`config.mk`:
```
export PLATFORM = sky130hd
export DESIGN_NAME = frc_ctrl
export DESIGN_NICKNAME = d
export VERILOG_FILES = /design/src/sv/frc_pkg.sv /design/src/sv/frc_ctrl.sv
export SDC_FILE = /design/constraint.sdc
export NUM_CORES = 1
export LEC_CHECK = 0
export ABC_AREA = 1
export BUFFER_PORTS_ARGS = -buffer_cell sky130_fd_sc_hd__buf_2
export CELL_PAD_IN_SITES_DETAIL_PLACEMENT = 2
export CELL_PAD_IN_SITES_GLOBAL_PLACEMENT = 2
export CORE_ASPECT_RATIO = 1.1
export CORE_UTILIZATION = 22
export DETAILED_ROUTE_END_ITERATION = 10
export PLACE_DENSITY_LB_ADDON = 0.1
export SETUP_SLACK_MARGIN = 0.15
export SYNTH_ARGS = -nofsm -noshare
export SYNTH_HDL_FRONTEND = slang
export SYNTH_SLANG_ARGS = --single-unit
export TNS_END_PERCENT = 20
```
`constraint.sdc`:
```
create_clock -name i_clk -period 1.8 [get_ports i_clk]
set_input_delay 0.18 -clock i_clk [delete_from_list [all_inputs] [get_ports i_clk]]
set_output_delay 0.18 -clock i_clk [all_outputs]
set_load 0.01 [all_outputs]
```
`src/sv/frc_pkg.sv`:
```
`timescale 1ns / 1ps
// ----------------------------------------------------------------------------
// frc_pkg
// Shared types, codes and constants of the Fenwick range counter.
// ----------------------------------------------------------------------------
package frc_pkg;

    localparam int TREE_SIZE_DEF = 131072;
    localparam int COORD_W       = 17;
    localparam int COUNT_W       = 32;
    localparam int REQ_W         = 2;
    localparam int STAT_W        = 2;

    typedef enum logic [REQ_W-1:0] {
        REQ_INSERT = 2'd0,
        REQ_COUNT  = 2'd1,
        REQ_CLEAR  = 2'd2
    } t_req_type;

    localparam logic [STAT_W-1:0] ST_OK       = 2'd0;
    localparam logic [STAT_W-1:0] ST_FULL     = 2'd1;
    localparam logic [STAT_W-1:0] ST_REVERSED = 2'd2;

    typedef enum logic [2:0] {
        S_INIT,
        S_IDLE,
        S_INS,
        S_HI,
        S_LO,
        S_CLR,
        S_DRAIN
    } t_state;

    // controller -> datapath
    typedef struct packed {
        logic load;       // latch request, set up first walk
        logic step_ins;   // one node of the insert walk
        logic step_hi;    // one node of the upper prefix walk
        logic step_lo;    // one node of the lower prefix walk
        logic clr_step;   // zero one store entry
        logic emit;       // present the result
    } t_dp_cmd;

    // datapath -> controller
    typedef struct packed {
        logic ins_ok;     // insert walks the tree
        logic reversed;   // low bound above high bound
        logic ins_last;   // insert walk leaves the tree after this node
        logic walk_last;  // prefix walk reaches zero after this node
        logic clr_last;   // last entry of the clearing sweep
    } t_dp_stat;

endpackage

```
`src/sv/frc_ctrl.sv`:
```
`timescale 1ns / 1ps
// ----------------------------------------------------------------------------
// frc_ctrl
// Request sequencer: start-up clear sweep, insert walk, two prefix walks,
// clear sweep, and the result cycle.
// ----------------------------------------------------------------------------
module frc_ctrl
    import frc_pkg::*;
(
    input  logic             i_clk,
    input  logic             i_rst_n,
    input  logic             i_start,
    input  logic [REQ_W-1:0] i_req_type,
    input  t_dp_stat         i_stat,
    output t_dp_cmd          o_cmd,
    output logic             o_busy
);

    t_state r_state, n_state;

    always_ff @(posedge i_clk) begin
        if (!i_rst_n) begin
            r_state <= S_INIT;
        end else begin
            r_state <= n_state;
        end
    end

    always_comb begin
        n_state = r_state;
        case (r_state)
            S_INIT: begin
                if (i_stat.clr_last) n_state = S_IDLE;
            end
            S_IDLE: begin
                if (i_start) begin
                    case (t_req_type'(i_req_type))
                        REQ_INSERT: n_state = i_stat.ins_ok ? S_INS : S_DRAIN;
                        REQ_COUNT:  n_state = i_stat.reversed ? S_DRAIN : S_HI;
                        REQ_CLEAR:  n_state = S_CLR;
                        default:    n_state = S_DRAIN;
                    endcase
                end
            end
            S_INS: begin
                if (i_stat.ins_last) n_state = S_DRAIN;
            end
            S_HI: begin
                if (i_stat.walk_last) n_state = S_LO;
            end
            S_LO: begin
                if (i_stat.walk_last) n_state = S_DRAIN;
            end
            S_CLR: begin
                if (i_stat.clr_last) n_state = S_DRAIN;
            end
            S_DRAIN: begin
                n_state = S_IDLE;
            end
            default: begin
                n_state = S_INIT;
            end
        endcase
    end

    always_comb begin
        o_cmd  = '0;
        o_busy = 1'b1;
        case (r_state)
            S_INIT:  o_cmd.clr_step = 1'b1;
            S_IDLE: begin
                o_busy     = 1'b0;
                o_cmd.load = i_start;
            end
            S_INS:   o_cmd.step_ins = 1'b1;
            S_HI:    o_cmd.step_hi  = 1'b1;
            S_LO:    o_cmd.step_lo  = 1'b1;
            S_CLR:   o_cmd.clr_step = 1'b1;
            S_DRAIN: o_cmd.emit     = 1'b1;
            default: o_cmd = '0;
        endcase
    end

endmodule

```
==> impl_metrics.ini <==
[outcome]
status = finished clean

[power]
power.switching_mw = 0.437
seqPwrFrac_pct = 21.5
p_clk_share_pct = 14.4
p_int_mw = 0.385
vdd_drop_max_v = 0.000398
sw_frac_of_total_pct = 53.2
p_per_area_mw_per_mm2 = 1720
p_leak_nw = 0.278
power_mw = 0.822
power.share.combinational_pct = 64.1

[clocking]
insertion_delay_ps = 230
clockBufferDepth = 2
postCtsHoldBufs = 0
clk_root_buffer_cell = clkbuf_4
cts.reportedPaths.clkPinSlew_ps = 40
cts_tree = yes
cts_setup_buffers = 0
numCtsBuffers = 3
ctsResizeCount = 0
ctsHtreeMaxLevel = 1
clock_sinks = 3

[detailed_routing]
highest_layer = met3
num_vias = 439
wire_per_inst_um = 10.9
wl_met3_um = 37
routed_wl_um = 1090
viasPerCell = 4.39
ant_nets = 0
drt_iter0_markers = 7
dr.pass1.iters = 4
wl_met2_um = 510
drc = 0
met1Wirelength_um = 542

[synth]
yosysWarningCount = 0
synth_area_um2 = 373
synth_common_cells = 16 x nand2_1, 12 x inv_1, 10 x nand3_1
ys_seq_area_share_pct = 16.1
yosysMostFrequentCell = nand2_1
yosysTopAreaCellShare_pct = 16.1
yosysTopAreaCell = dfxtp_1
synth-async-reset-ratio_pct = 0
synth_cell_types = 17
synth.area.top_cells = dfxtp_1 16%, nand2_1 16%, nand3_1 13%, inv_1 12%, buf_6 6.0%
synth_cells = 65
synth-seq-cells = 3
yosys_most_used_dff = dfxtp_1
synth_nets = 75
synth_edf_count = 0
syn_avg_cell_area_um2 = 5.74

[floorplanning]
core_mm2 = 0.00158
boundaryPins = 17
fp.dieW_um = 41.3
fp-row-count = 15
start_util_pct = 23.7
die_h_um = 45.2
dieArea_mm2 = 0.00186

[timing]
rsz0062_at_grt = false
tightest_slew_ps = 385
slew_headroom_pct = 74.3
setup_tns_ps = 0
maxSlewViolCount = 0
holdWs_ps = 206
max_freq_mhz = 708
min_period_over_period_pct = 78.4
worst_slack_ps = 388
period_minus_slack_ps = 1410
finalSetupViolCount = 0
hold_viol = 0
fin_worst_skew_ps = 0.265

[critical_path]
cp_max_fo = 8
start_kind = register
critPathRequiredTime_ps = 1620
endpoint_kind = output port
cp_data_arrival_time_ps = 1230
worst-setup-path-type = reg2out

[placed_design]
gp_congestion = 0.660
dp_slack_ps = 389
numPortBuffers = 16
place_hpwl_um = 918

[grt]
first_global_vias = 458
antenna_found_initial = 0
grt_first_pass_wirelength_um = 1770
grt_use_total_pct = 13.9
overflow = 0
grt_max_degree = 10

[final_layout]
n_antenna_cell = 0
regMostFlops = r_state
nFillCells = 211
fin_util_pct = 30.3
largest_reg_flops = 3
largestRegisters = r_state: 3 flops
area_growth_pct = 28.2
nets = 94
drive_above_1_share_pct = 36.1

[worst_hold_path]
min_path_type = in2reg

[job]
maxCapViolCount = 0
[worst paths after layout]
kind / slack (ps) / depth (start not counted) / endpoint / startpoint
max: 390 / 3 / o_cmd[2] / r_state[2]$_SDFFE_PN0P_
min: 210 / 3 / r_state[0]$_SDFFE_PN0P_ / i_rst_n
max reg2reg: 410 / 7 / r_state[0]$_SDFFE_PN0P_ / r_state[2]$_SDFFE_PN0P_
min reg2reg: 580 / 2 / r_state[1]$_SDFFE_PN0P_ / r_state[1]$_SDFFE_PN0P_
[layout make-up]
class	count	area (um2)	share of cell area [%]
inverter	14	52.6	11.0
multi-input combinational	46	238	49.7
timing repair buffer	16	80.1	16.8
sequential	3	60.1	12.6
tap	17	21.3	4.45
clock buffer	4	26.3	5.50
[cell families (layout without fill, tap and decap cells)]
logic type             count (synthesis)  in the layout  synth area share, %
AOI/OAI and AO/OA                      7              7                 14.4
buffers and inverters                 16             34                 20.1
DFF                                    3              3                 16.1
and+or+nand+nor                       39             39                 49.3
[cells in the final DEF, fill, tap and decap left out, drive strengths merged]
master  instances
dfxtp           3
nand3b          1
nor3            1
nand2          18
nand3          10
inv            14
o21ai           3
a21oi           4
nor2            9
buf            16
clkbuf          4
[per-stage QoR]
step                      area [um2]  cells
after CTS                        478    100
after detailed placement         452     96
final                            478    100
after floorplan                  373     65
after global routing             478    100
after global placement           452     96
[power by group through the flow]
stage | sequential [mW] | combinational, mW | clock [mW]
2_1_floorplan | 0.119 | 0.477 | 0
3_3_place_gp | 0.179 | 0.531 | 0
3_5_place_dp | 0.178 | 0.538 | 0
4_1_cts | 0.180 | 0.539 | 0.125
5_1_grt | 0.183 | 0.597 | 0.136
6_report | 0.177 | 0.527 | 0.118
[per-layer routing]
metal / global-route usage [%] / up-vias
met1: 17.3 / 194
met2: 23.4 / 11
met3: 0 / 0
li1: - / 234
met5: 0 / -
met4: 7.74 / 0
[critical path, stage by stage, from the launching register on]
cell     delay (ps)
dfxtp_1         540
inv_2           130
nor3_1          170
buf_2           160
Note: power is estimated with default switching activity, not from simulation.
